$ cat src/sv/chrl_pkg.sv
package chrl_pkg;

  // Ring table size; a lookup scans every slot once.
  localparam int RING_SLOTS = 16;
  localparam int IDX_W      = (RING_SLOTS > 1) ? $clog2(RING_SLOTS) : 1;
  localparam int SLOT_W     = 4;
  localparam int RANGE_W    = 9;

  // Operation codes of an input beat.
  localparam logic OP_WRITE  = 1'b0;
  localparam logic OP_LOOKUP = 1'b1;

  // MurmurHash3 x86_32 constants.
  localparam logic [31:0] MM_C1   = 32'hcc9e2d51;
  localparam logic [31:0] MM_C2   = 32'h1b873593;
  localparam logic [31:0] MM_ADD  = 32'he6546b64;
  localparam logic [31:0] MM_LEN  = 32'h00000004;
  localparam logic [31:0] MM_F1   = 32'h85ebca6b;
  localparam logic [31:0] MM_F2   = 32'hc2b2ae35;

  // Hash sequencer steps, one register update each.
  typedef logic [2:0] hstep_t;
  localparam hstep_t HS_NONE    = 3'd0;
  localparam hstep_t HS_MUL_C1  = 3'd1;
  localparam hstep_t HS_MUL_C2  = 3'd2;
  localparam hstep_t HS_MIX     = 3'd3;
  localparam hstep_t HS_MUL_F1  = 3'd4;
  localparam hstep_t HS_MUL_F2  = 3'd5;
  localparam hstep_t HS_FOLD    = 3'd6;

  typedef struct packed {
    logic             load_key;
    logic             hash_en;
    hstep_t           hash_op;
    logic             wr_en;
    logic             scan_clr;
    logic             rd_en;
    logic [IDX_W-1:0] rd_addr;
    logic             load_res;
  } chrl_cmd_t;

  typedef struct packed {
    logic out_hold;
  } chrl_sts_t;

endpackage

$ cat src/sv/chrl_dp.sv
module chrl_dp (
  input  logic                clk_i,
  input  logic                rst_ni,
  input  chrl_pkg::chrl_cmd_t cmd_i,
  output chrl_pkg::chrl_sts_t sts_o,
  input  logic [3:0]          slot_i,
  input  logic [31:0]         ring_position_i,
  input  logic                slot_valid_i,
  input  logic [31:0]         lookup_key_i,
  input  logic                out_stall_i,
  output logic                out_valid_o,
  output logic [3:0]          node_slot_o,
  output logic [31:0]         key_hash_o,
  output logic                found_o
);
  import chrl_pkg::*;

  logic [31:0]           pos_mem [RING_SLOTS];
  logic [RING_SLOTS-1:0] live_q;
  logic [IDX_W-1:0]      wr_addr;

  logic [31:0]      h_q, h_d;
  logic [31:0]      mul_a, mul_b;
  logic [31:0]      mul_lo;
  logic [31:0]      rot13, mix_sum;

  logic             rd_vld_q;
  logic [31:0]      rd_pos_q;
  logic             rd_live_q;
  logic [IDX_W-1:0] rd_idx_q;

  logic             have_ge_q, have_min_q;
  logic [31:0]      ge_pos_q, min_pos_q;
  logic [IDX_W-1:0] ge_idx_q, min_idx_q;
  logic             upd_min, upd_ge;
  logic [IDX_W-1:0] pick;

  logic             out_vld_q;
  logic [SLOT_W-1:0] node_slot_q;
  logic [31:0]      key_hash_q;
  logic             found_q;

  assign wr_addr = IDX_W'(slot_i);

  // slot table: positions need no reset, live marks gate them
  always_ff @(posedge clk_i) begin
    if (cmd_i.wr_en) begin
      pos_mem[wr_addr] <= ring_position_i;
    end
    if (cmd_i.rd_en) begin
      rd_pos_q <= pos_mem[cmd_i.rd_addr];
      rd_live_q <= live_q[cmd_i.rd_addr];
      rd_idx_q <= cmd_i.rd_addr;
    end
  end

  always_ff @(posedge clk_i or negedge rst_ni) begin
    if (!rst_ni) begin
      live_q <= '0;
      rd_vld_q <= 1'b0;
    end else begin
      if (cmd_i.wr_en) begin
        live_q[wr_addr] <= slot_valid_i;
      end
      rd_vld_q <= cmd_i.rd_en;
    end
  end

  // shared multiplier, low word only
  always_comb begin
    mul_a = h_q;
    mul_b = MM_C1;
    case (cmd_i.hash_op)
      HS_MUL_C1: begin
        mul_a = h_q;
        mul_b = MM_C1;
      end
      HS_MUL_C2: begin
        mul_a = (h_q << 15) | (h_q >> 17);
        mul_b = MM_C2;
      end
      HS_MUL_F1: begin
        mul_a = h_q;
        mul_b = MM_F1;
      end
      HS_MUL_F2: begin
        mul_a = h_q ^ (h_q >> 13);
        mul_b = MM_F2;
      end
      default: begin
        mul_a = h_q;
        mul_b = MM_C1;
      end
    endcase
  end

  assign mul_lo   = mul_a * mul_b;
  assign rot13    = (h_q << 13) | (h_q >> 19);
  assign mix_sum  = ((rot13 << 2) + rot13 + MM_ADD) ^ MM_LEN;

  always_comb begin
    h_d = h_q;
    case (cmd_i.hash_op)
      HS_MUL_C1, HS_MUL_C2, HS_MUL_F1, HS_MUL_F2: h_d = mul_lo;
      HS_MIX:  h_d = mix_sum ^ (mix_sum >> 16);
      HS_FOLD: h_d = h_q ^ (h_q >> 16);
      default: h_d = h_q;
    endcase
  end

  always_ff @(posedge clk_i) begin
    if (cmd_i.load_key) begin
      h_q <= lookup_key_i;
    end else if (cmd_i.hash_en) begin
      h_q <= h_d;
    end
  end

  // ascending scan with strict compares keeps the lowest slot on ties
  assign upd_min = rd_vld_q && rd_live_q && (!have_min_q || rd_pos_q < min_pos_q);
  assign upd_ge  = rd_vld_q && rd_live_q && (rd_pos_q >= h_q) &&
                   (!have_ge_q || rd_pos_q < ge_pos_q);

  always_ff @(posedge clk_i or negedge rst_ni) begin
    if (!rst_ni) begin
      have_ge_q  <= 1'b0;
      have_min_q <= 1'b0;
    end else if (cmd_i.scan_clr) begin
      have_ge_q  <= 1'b0;
      have_min_q <= 1'b0;
    end else begin
      if (upd_min) begin
        have_min_q <= 1'b1;
      end
      if (upd_ge) begin
        have_ge_q <= 1'b1;
      end
    end
  end

  always_ff @(posedge clk_i) begin
    if (upd_min) begin
      min_pos_q <= rd_pos_q;
      min_idx_q <= rd_idx_q;
    end
    if (upd_ge) begin
      ge_pos_q <= rd_pos_q;
      ge_idx_q <= rd_idx_q;
    end
  end

  always_comb begin
    pick = '0;
    if (have_ge_q) begin
      pick = ge_idx_q;
    end else if (have_min_q) begin
      pick = min_idx_q;
    end
  end

  always_ff @(posedge clk_i) begin
    if (cmd_i.load_res) begin
      node_slot_q <= SLOT_W'(pick);
      key_hash_q  <= h_q;
      found_q     <= have_min_q;
    end
  end

  always_ff @(posedge clk_i or negedge rst_ni) begin
    if (!rst_ni) begin
      out_vld_q <= 1'b0;
    end else if (cmd_i.load_res) begin
      out_vld_q <= 1'b1;
    end else if (!out_stall_i) begin
      out_vld_q <= 1'b0;
    end
  end

  assign sts_o.out_hold = out_vld_q && out_stall_i;
  assign out_valid_o    = out_vld_q;
  assign node_slot_o    = node_slot_q;
  assign key_hash_o     = key_hash_q;
  assign found_o        = found_q;

endmodule

$ cat src/sv/chrl_ctrl.sv
module chrl_ctrl (
  input  logic                clk_i,
  input  logic                rst_ni,
  input  logic                in_valid_i,
  input  logic                op_i,
  input  logic [3:0]          slot_i,
  output logic                in_stall_o,
  output chrl_pkg::chrl_cmd_t cmd_o,
  input  chrl_pkg::chrl_sts_t sts_i
);
  import chrl_pkg::*;

  localparam logic [2:0] ST_IDLE = 3'd0;
  localparam logic [2:0] ST_HASH = 3'd1;
  localparam logic [2:0] ST_SCAN = 3'd2;
  localparam logic [2:0] ST_LAST = 3'd3;
  localparam logic [2:0] ST_DONE = 3'd4;

  localparam logic [IDX_W-1:0] LAST_IDX = IDX_W'(RING_SLOTS - 1);

  logic [2:0]       state_q, state_d;
  hstep_t           step_q, step_d;
  logic [IDX_W-1:0] cnt_q, cnt_d;
  logic             accept;
  logic             in_range;

  assign in_stall_o = (state_q != ST_IDLE);
  assign accept     = in_valid_i && !in_stall_o;
  assign in_range   = {{(RANGE_W - SLOT_W){1'b0}}, slot_i} < RANGE_W'(RING_SLOTS);

  always_comb begin
    state_d = state_q;
    step_d  = step_q;
    cnt_d   = cnt_q;
    cmd_o   = '0;
    cmd_o.rd_addr = cnt_q;
    cmd_o.hash_op = HS_NONE;
    case (state_q)
      ST_IDLE: begin
        if (accept && op_i == OP_WRITE) begin
          cmd_o.wr_en = in_range;
        end
        if (accept && op_i == OP_LOOKUP) begin
          cmd_o.load_key = 1'b1;
          step_d  = HS_MUL_C1;
          state_d = ST_HASH;
        end
      end
      ST_HASH: begin
        cmd_o.hash_en = 1'b1;
        cmd_o.hash_op = step_q;
        step_d = step_q + 3'd1;
        if (step_q == HS_FOLD) begin
          cmd_o.scan_clr = 1'b1;
          cnt_d   = '0;
          state_d = ST_SCAN;
        end
      end
      ST_SCAN: begin
        cmd_o.rd_en = 1'b1;
        if (cnt_q == LAST_IDX) begin
          state_d = ST_LAST;
        end else begin
          cnt_d = cnt_q + IDX_W'(1);
        end
      end
      ST_LAST: begin
        // last slot is being compared this cycle
        state_d = ST_DONE;
      end
      ST_DONE: begin
        if (!sts_i.out_hold) begin
          cmd_o.load_res = 1'b1;
          state_d = ST_IDLE;
        end
      end
      default: begin
        state_d = ST_IDLE;
      end
    endcase
  end

  always_ff @(posedge clk_i or negedge rst_ni) begin
    if (!rst_ni) begin
      state_q <= ST_IDLE;
      step_q  <= HS_NONE;
      cnt_q   <= '0;
    end else begin
      state_q <= state_d;
      step_q  <= step_d;
      cnt_q   <= cnt_d;
    end
  end

endmodule

$ cat src/sv/consistent_hash_ring_lookup_top.sv
// Consistent-hash ring lookup over a table of RING_SLOTS node slots.
// Input channel (in_valid_i / in_stall_o): one beat is either a slot write
// (op_i = 0: slot_i, ring_position_i, slot_valid_i) or a key lookup
// (op_i = 1: lookup_key_i). A write finishes in the accept cycle and gives
// no output beat; a write to a slot index beyond the table is dropped.
// A lookup hashes the key with MurmurHash3 x86_32 (seed 0) and returns the
// live slot with the smallest position at or above the hash, wrapping to
// the smallest position overall; ties go to the lowest slot. found_o = 0
// with node_slot_o = 0 means no slot is live.
// Output channel (out_valid_o / out_stall_i): one beat per lookup, held
// in an output register until taken.
// Timing: a lookup runs the hash steps on one shared 32x32 multiplier,
// then scans the slot memory through one read port, one slot a cycle,
// then drains the last compare (ST_LAST) and loads the result (ST_DONE)
// into the output register, raising out_valid_o; the next beat is taken in
// the cycle after the result is loaded. in_stall_o is low only when
// the sequencer is idle, so writes run at one beat per cycle. A result
// waiting under out_stall_i does not block new beats; a second lookup waits
// in its last cycle until the first is taken.
// Reset clears all live marks (empty table) and drops any pending result.
module consistent_hash_ring_lookup_top (
  input  logic        clk_i,
  input  logic        rst_ni,
  input  logic        in_valid_i,
  output logic        in_stall_o,
  input  logic        op_i,
  input  logic [3:0]  slot_i,
  input  logic [31:0] ring_position_i,
  input  logic        slot_valid_i,
  input  logic [31:0] lookup_key_i,
  output logic        out_valid_o,
  input  logic        out_stall_i,
  output logic [3:0]  node_slot_o,
  output logic [31:0] key_hash_o,
  output logic        found_o
);
  import chrl_pkg::*;

  chrl_cmd_t cmd;
  chrl_sts_t sts;

  // sequencer: accept, hash steps, slot scan, result hand-off
  chrl_ctrl u_ctrl (
    .clk_i      (clk_i),
    .rst_ni     (rst_ni),
    .in_valid_i (in_valid_i),
    .op_i       (op_i),
    .slot_i     (slot_i),
    .in_stall_o (in_stall_o),
    .cmd_o      (cmd),
    .sts_i      (sts)
  );

  // slot table, hash unit, min/successor tracking, output register
  chrl_dp u_dp (
    .clk_i           (clk_i),
    .rst_ni          (rst_ni),
    .cmd_i           (cmd),
    .sts_o           (sts),
    .slot_i          (slot_i),
    .ring_position_i (ring_position_i),
    .slot_valid_i    (slot_valid_i),
    .lookup_key_i    (lookup_key_i),
    .out_stall_i     (out_stall_i),
    .out_valid_o     (out_valid_o),
    .node_slot_o     (node_slot_o),
    .key_hash_o      (key_hash_o),
    .found_o         (found_o)
  );

endmodule

$ cat config.mk
export PLATFORM = sky130hd
export DESIGN_NAME = consistent_hash_ring_lookup_top
export DESIGN_NICKNAME = d
export VERILOG_FILES = /design/src/sv/chrl_pkg.sv /design/src/sv/chrl_dp.sv /design/src/sv/chrl_ctrl.sv /design/src/sv/consistent_hash_ring_lookup_top.sv
export SDC_FILE = /design/constraint.sdc
export NUM_CORES = 2
export LEC_CHECK = 0
export ABC_AREA = 1
export BUFFER_PORTS_ARGS = -buffer_cell sky130_fd_sc_hd__buf_4
export CAP_MARGIN = 20
export CORE_AREA = 2 2 317 444
export CTS_BUF_LIST = sky130_fd_sc_hd__clkbuf_4
export DETAILED_ROUTE_END_ITERATION = 6
export DIE_AREA = 0 0 319 446
export PLACE_DENSITY = 0.48
export SYNTH_ARGS = -nofsm -noshare
export SYNTH_HDL_FRONTEND = slang
export SYNTH_HIERARCHICAL = 1
export SYNTH_SLANG_ARGS = --single-unit
$ cat constraint.sdc
create_clock -name clk_i -period 7.3 [get_ports clk_i]
set_input_delay 1.095 -clock clk_i [delete_from_list [all_inputs] [get_ports clk_i]]
set_output_delay 1.095 -clock clk_i [all_outputs]
set_load 0.05 [all_outputs]
==> metrics.md <==
| Metric | Value |
|---|---|
| Total GRT Usage | `between 20% and 30%` |
| Worst path max stage delay | `0.70 ns` |
| CTS Buffer Depth | `3` |
| Fraction of registers with async set or reset after synthesis | `under 10%` |
| CTS Buf Count | `between 150 and 200` |
| Routed len/inst | `24.54 um` |
| Mux share of post-synthesis cell area | `2.662%` |
| DP Area | `~56000 um^2` |
| Fin Clk Skew | `between 0.1 and 0.15 ns` |
| IO Pins | `between 100 and 150` |
| Setup ws final | `-0.7645 ns` |
| Failing checks | `setup timing` |
| Worst-Skew Late Latency | `1.18 ns` |
| Layout cell share with drive strength beyond 1 | `25.46%` |
| Pre-antenna DRT Iters | `5` |
| Syn Std Cell Area | `a little under 50000 um^2` |
| Post-synthesis register bit count | `~700` |
| H-tree levels | `4` |
| Vias in the first global route | `37170` |
| Critical Path Fanout Max | `7` |
| Final setup vio count | `20` |
| Main combinational cell family by area after synthesis | `adder cells` |
| Final core occ | `approximately 43%` |
| Number of distinct library cells after synthesis | `54` |
| Syn. warnings | `6` |
| Compound-cell area share of the yosys netlist | `a little under a tenth` |
| Final count of hold timing violations | `0` |
| CP bufs+invs | `8` |
| Area growth from synthesis to layout | `24.09%` |
| Total wire length | `roughly 180000 um` |
| Die area | `approximately 140000 um^2` |
| Site Rows | `around 160` |
| Root Buffer | `clkbuf_4` |
| Post-Synth Adder-Cell Area | `between 20% and 30%` |
| Fill count | `13480` |
| Final nets | `6096` |
| Setup slack after placement | `-1.436 ns` |
| Kind of critical path | `flop to flop` |
| FF-to-FF setup slack | `-0.76 ns` |
| 1st-iter DRT viols | `2283` |
| Top cells by area, synth | `edfxtp_1 43%, fa_1 16%, ha_1 7.6%` |
| Die height | `around 450 um` |
| Ys flop type | `edfxtp_1` |
| Worst-path clk slew | `around 0.07 ns` |
| Worst slew pin tran | `~1.2 ns` |
| Crit-path most repeated cell | `fa_1` |
| Final Max Tran Viols | `0` |
| Placer congestion estimate | `roughly 1` |
| CP arrival | `between 8 and 9 ns` |
| Required time of the critical path | `8.15 ns` |
| Synth Area in XOR/XNOR | `less than 1%` |
| Leading area contributor after synthesis | `edfxtp_1` |
| Core area | `approximately 140000 um^2` |
| Rel. slew slack | `approximately 23%` |
| CTS sink cnt | `between 700 and 800` |
| Max cap viols | `0` |
| Initial antenna violation count | `6` |
| CP endpoint kind | `flop` |
| Tcrit/Tclk final | `110.5%` |
| Largest net degree at the start of global routing | `about 210` |
| Final Cell Area | `around 60000 um^2` |
| Worst min path class | `input port to flop` |
| GR Overflow Total | `0` |
| Post-DRT Antenna Nets | `0` |
| Hpwl dp | `about 140000 um` |
| Syn avg cell area | `around 11 um^2` |
| Die W | `roughly 320 um` |
| First-pass GRT wire length | `254200 um` |
| IO buf count | `approximately 110` |
| DRC viols | `0` |
| Mapped Cells | `around 4600` |
| Initial Util | `34.71%` |
| CP Launch Type | `flop` |
| Post-synth EDFFs | `slightly below 700` |
| Top-area cell type share of the netlist area | `43.05%` |
| Syn nets | `approximately 5300` |
| Max Clock Freq | `~120 MHz` |
| Status | `finished, violations left` |
| Min cycle time layout | `between 8 and 9 ns` |
| Fraction of the mapped netlist area in simple logic gates | `roughly a tenth` |
| Commonest non-fill, non-tap cell in the layout | `inv_1` |
| DR vias | `roughly 36000` |
| Sequential-to-total area share from yosys stat | `between 40% and 50%` |
| CTS tree | `built` |
| DR vias/cell | `between 4 and 5` |
| Hold slack | `between 0.2 and 0.25 ns` |
| Critical path's top delay family | `adder cells` |
| Most frequent cells in the layout | `899 x inv_1, 695 x buf_4, 690 x edfxtp_1, 562 x nand2_1, 342 x fa_1` |
| CP max-delay cell | `fa_2` |
| RSZ-0062 raised after global routing | `yes` |
per-layer routing:
layer | GRT usage (%) | up-vias | wire, um
met1 | 27.13 | 17920 | 65340
met4 | 17.39 | 6 | 14210
met5 | 0 | - | 46
met2 | 45.41 | 1016 | 92190
met3 | 3.605 | 410 | 7172
li1 | - | 16840 | -
cells by family after synthesis:
group,after synthesis
AO/OA/AOI/OAI,755
XOR/XNOR,44
adder cells (fa/ha/maj),683
buffers and inverters,1089
flip-flops,720
multiplexers,128
AND/OR/NAND/NOR,1145
cell usage after synthesis, types with 15 or more instances:
library cell	instances
inv_1	928
nand2_2	16
edfxtp_1	690
buf_2	15
o21ai_0	233
o211ai_1	138
clkbuf_1	101
nand3_1	185
fa_1	392
xor2_1	26
a21oi_1	288
dfrtp_1	30
a31oi_1	34
nand3b_1	18
nand4_1	26
nand2_1	607
nor3_1	18
buf_1	22
ha_1	291
or2_2	19
mux2i_1	128
nor2_1	217
xnor2_1	18
timing repair:
item,in CTS,in global routing
hold buffers,1,0
hold endpoints to repair,30,0
gates resized for setup,217,59
pin swaps,65,34
gates cloned,2,0
endpoints found under the setup margin,23,23
buffers inserted,30,11
layout make-up:
cell class | instances | area (um^2) | share of cell area, %
Antenna cell | 9 | 22.52 | 0.03771
Clock buffer | 261 | 1959 | 3.281
Clock inverter | 63 | 466.7 | 0.7815
Inverter | 943 | 3562 | 5.965
Multi-Input combinational cell | 2756 | 24050 | 40.28
Sequential cell | 720 | 21480 | 35.97
Tap cell | 1804 | 2257 | 3.780
Timing Repair Buffer | 737 | 5914 | 9.904
through the flow:
step                std cells  TNS (ns)
floorplan                4564   -0.4695
global placement         6916    -20.30
detailed placement       6916    -21.79
CTS                      7273    -10.15
global route             7290    -15.04
finish                   7293    -9.311
worst paths after layout:
check                                               from                          end  cells past startpoint
max                        u_ctrl/state_q[2]$_DFFE_PN0P_       u_dp/h_q[30]$_DFFE_PP_                     32
min                                      lookup_key_i[7]        u_dp/h_q[7]$_DFFE_PP_                      3
max reg2reg                u_ctrl/state_q[2]$_DFFE_PN0P_       u_dp/h_q[30]$_DFFE_PP_                     32
min reg2reg                   u_dp/rd_idx_q[2]$_DFFE_PP_  u_dp/min_idx_q[2]$_DFFE_PP_                      0
max in group asynchronous                         rst_ni  u_dp/live_q[15]$_DFFE_PN0P_                      2
min in group asynchronous                         rst_ni   u_dp/live_q[9]$_DFFE_PN0P_                      2
registers in the layout, summed over array words and instances (netlist names), 3 cells and up:
name,cells
u_dp/rd_idx_q,4
u_dp/min_pos_q,32
u_dp/key_hash_o,32
u_dp/ge_pos_q,32
u_ctrl/step_q,3
u_dp/pos_mem,512
u_dp/rd_pos_q,32
u_ctrl/cnt_q,4
u_dp/ge_idx_q,4
u_dp/node_slot_o,4
u_dp/h_q,32
u_ctrl/state_q,3
u_dp/live_q,16
u_dp/min_idx_q,4
worst reg2reg max path: cells and delay by family (launching register included):
kind | cells | cell delay, ns
adders and majority gates | 9 | 4.40
buffers and inverters | 8 | 0.82
and+or+nand+nor | 12 | 1.83
DFF | 1 | 0.40
AOI/OAI and AO/OA | 3 | 0.35
Power is left out: the tool's default activity adds up to more than one toggle a clock period on the data nets, which glitch-free logic cannot reach.
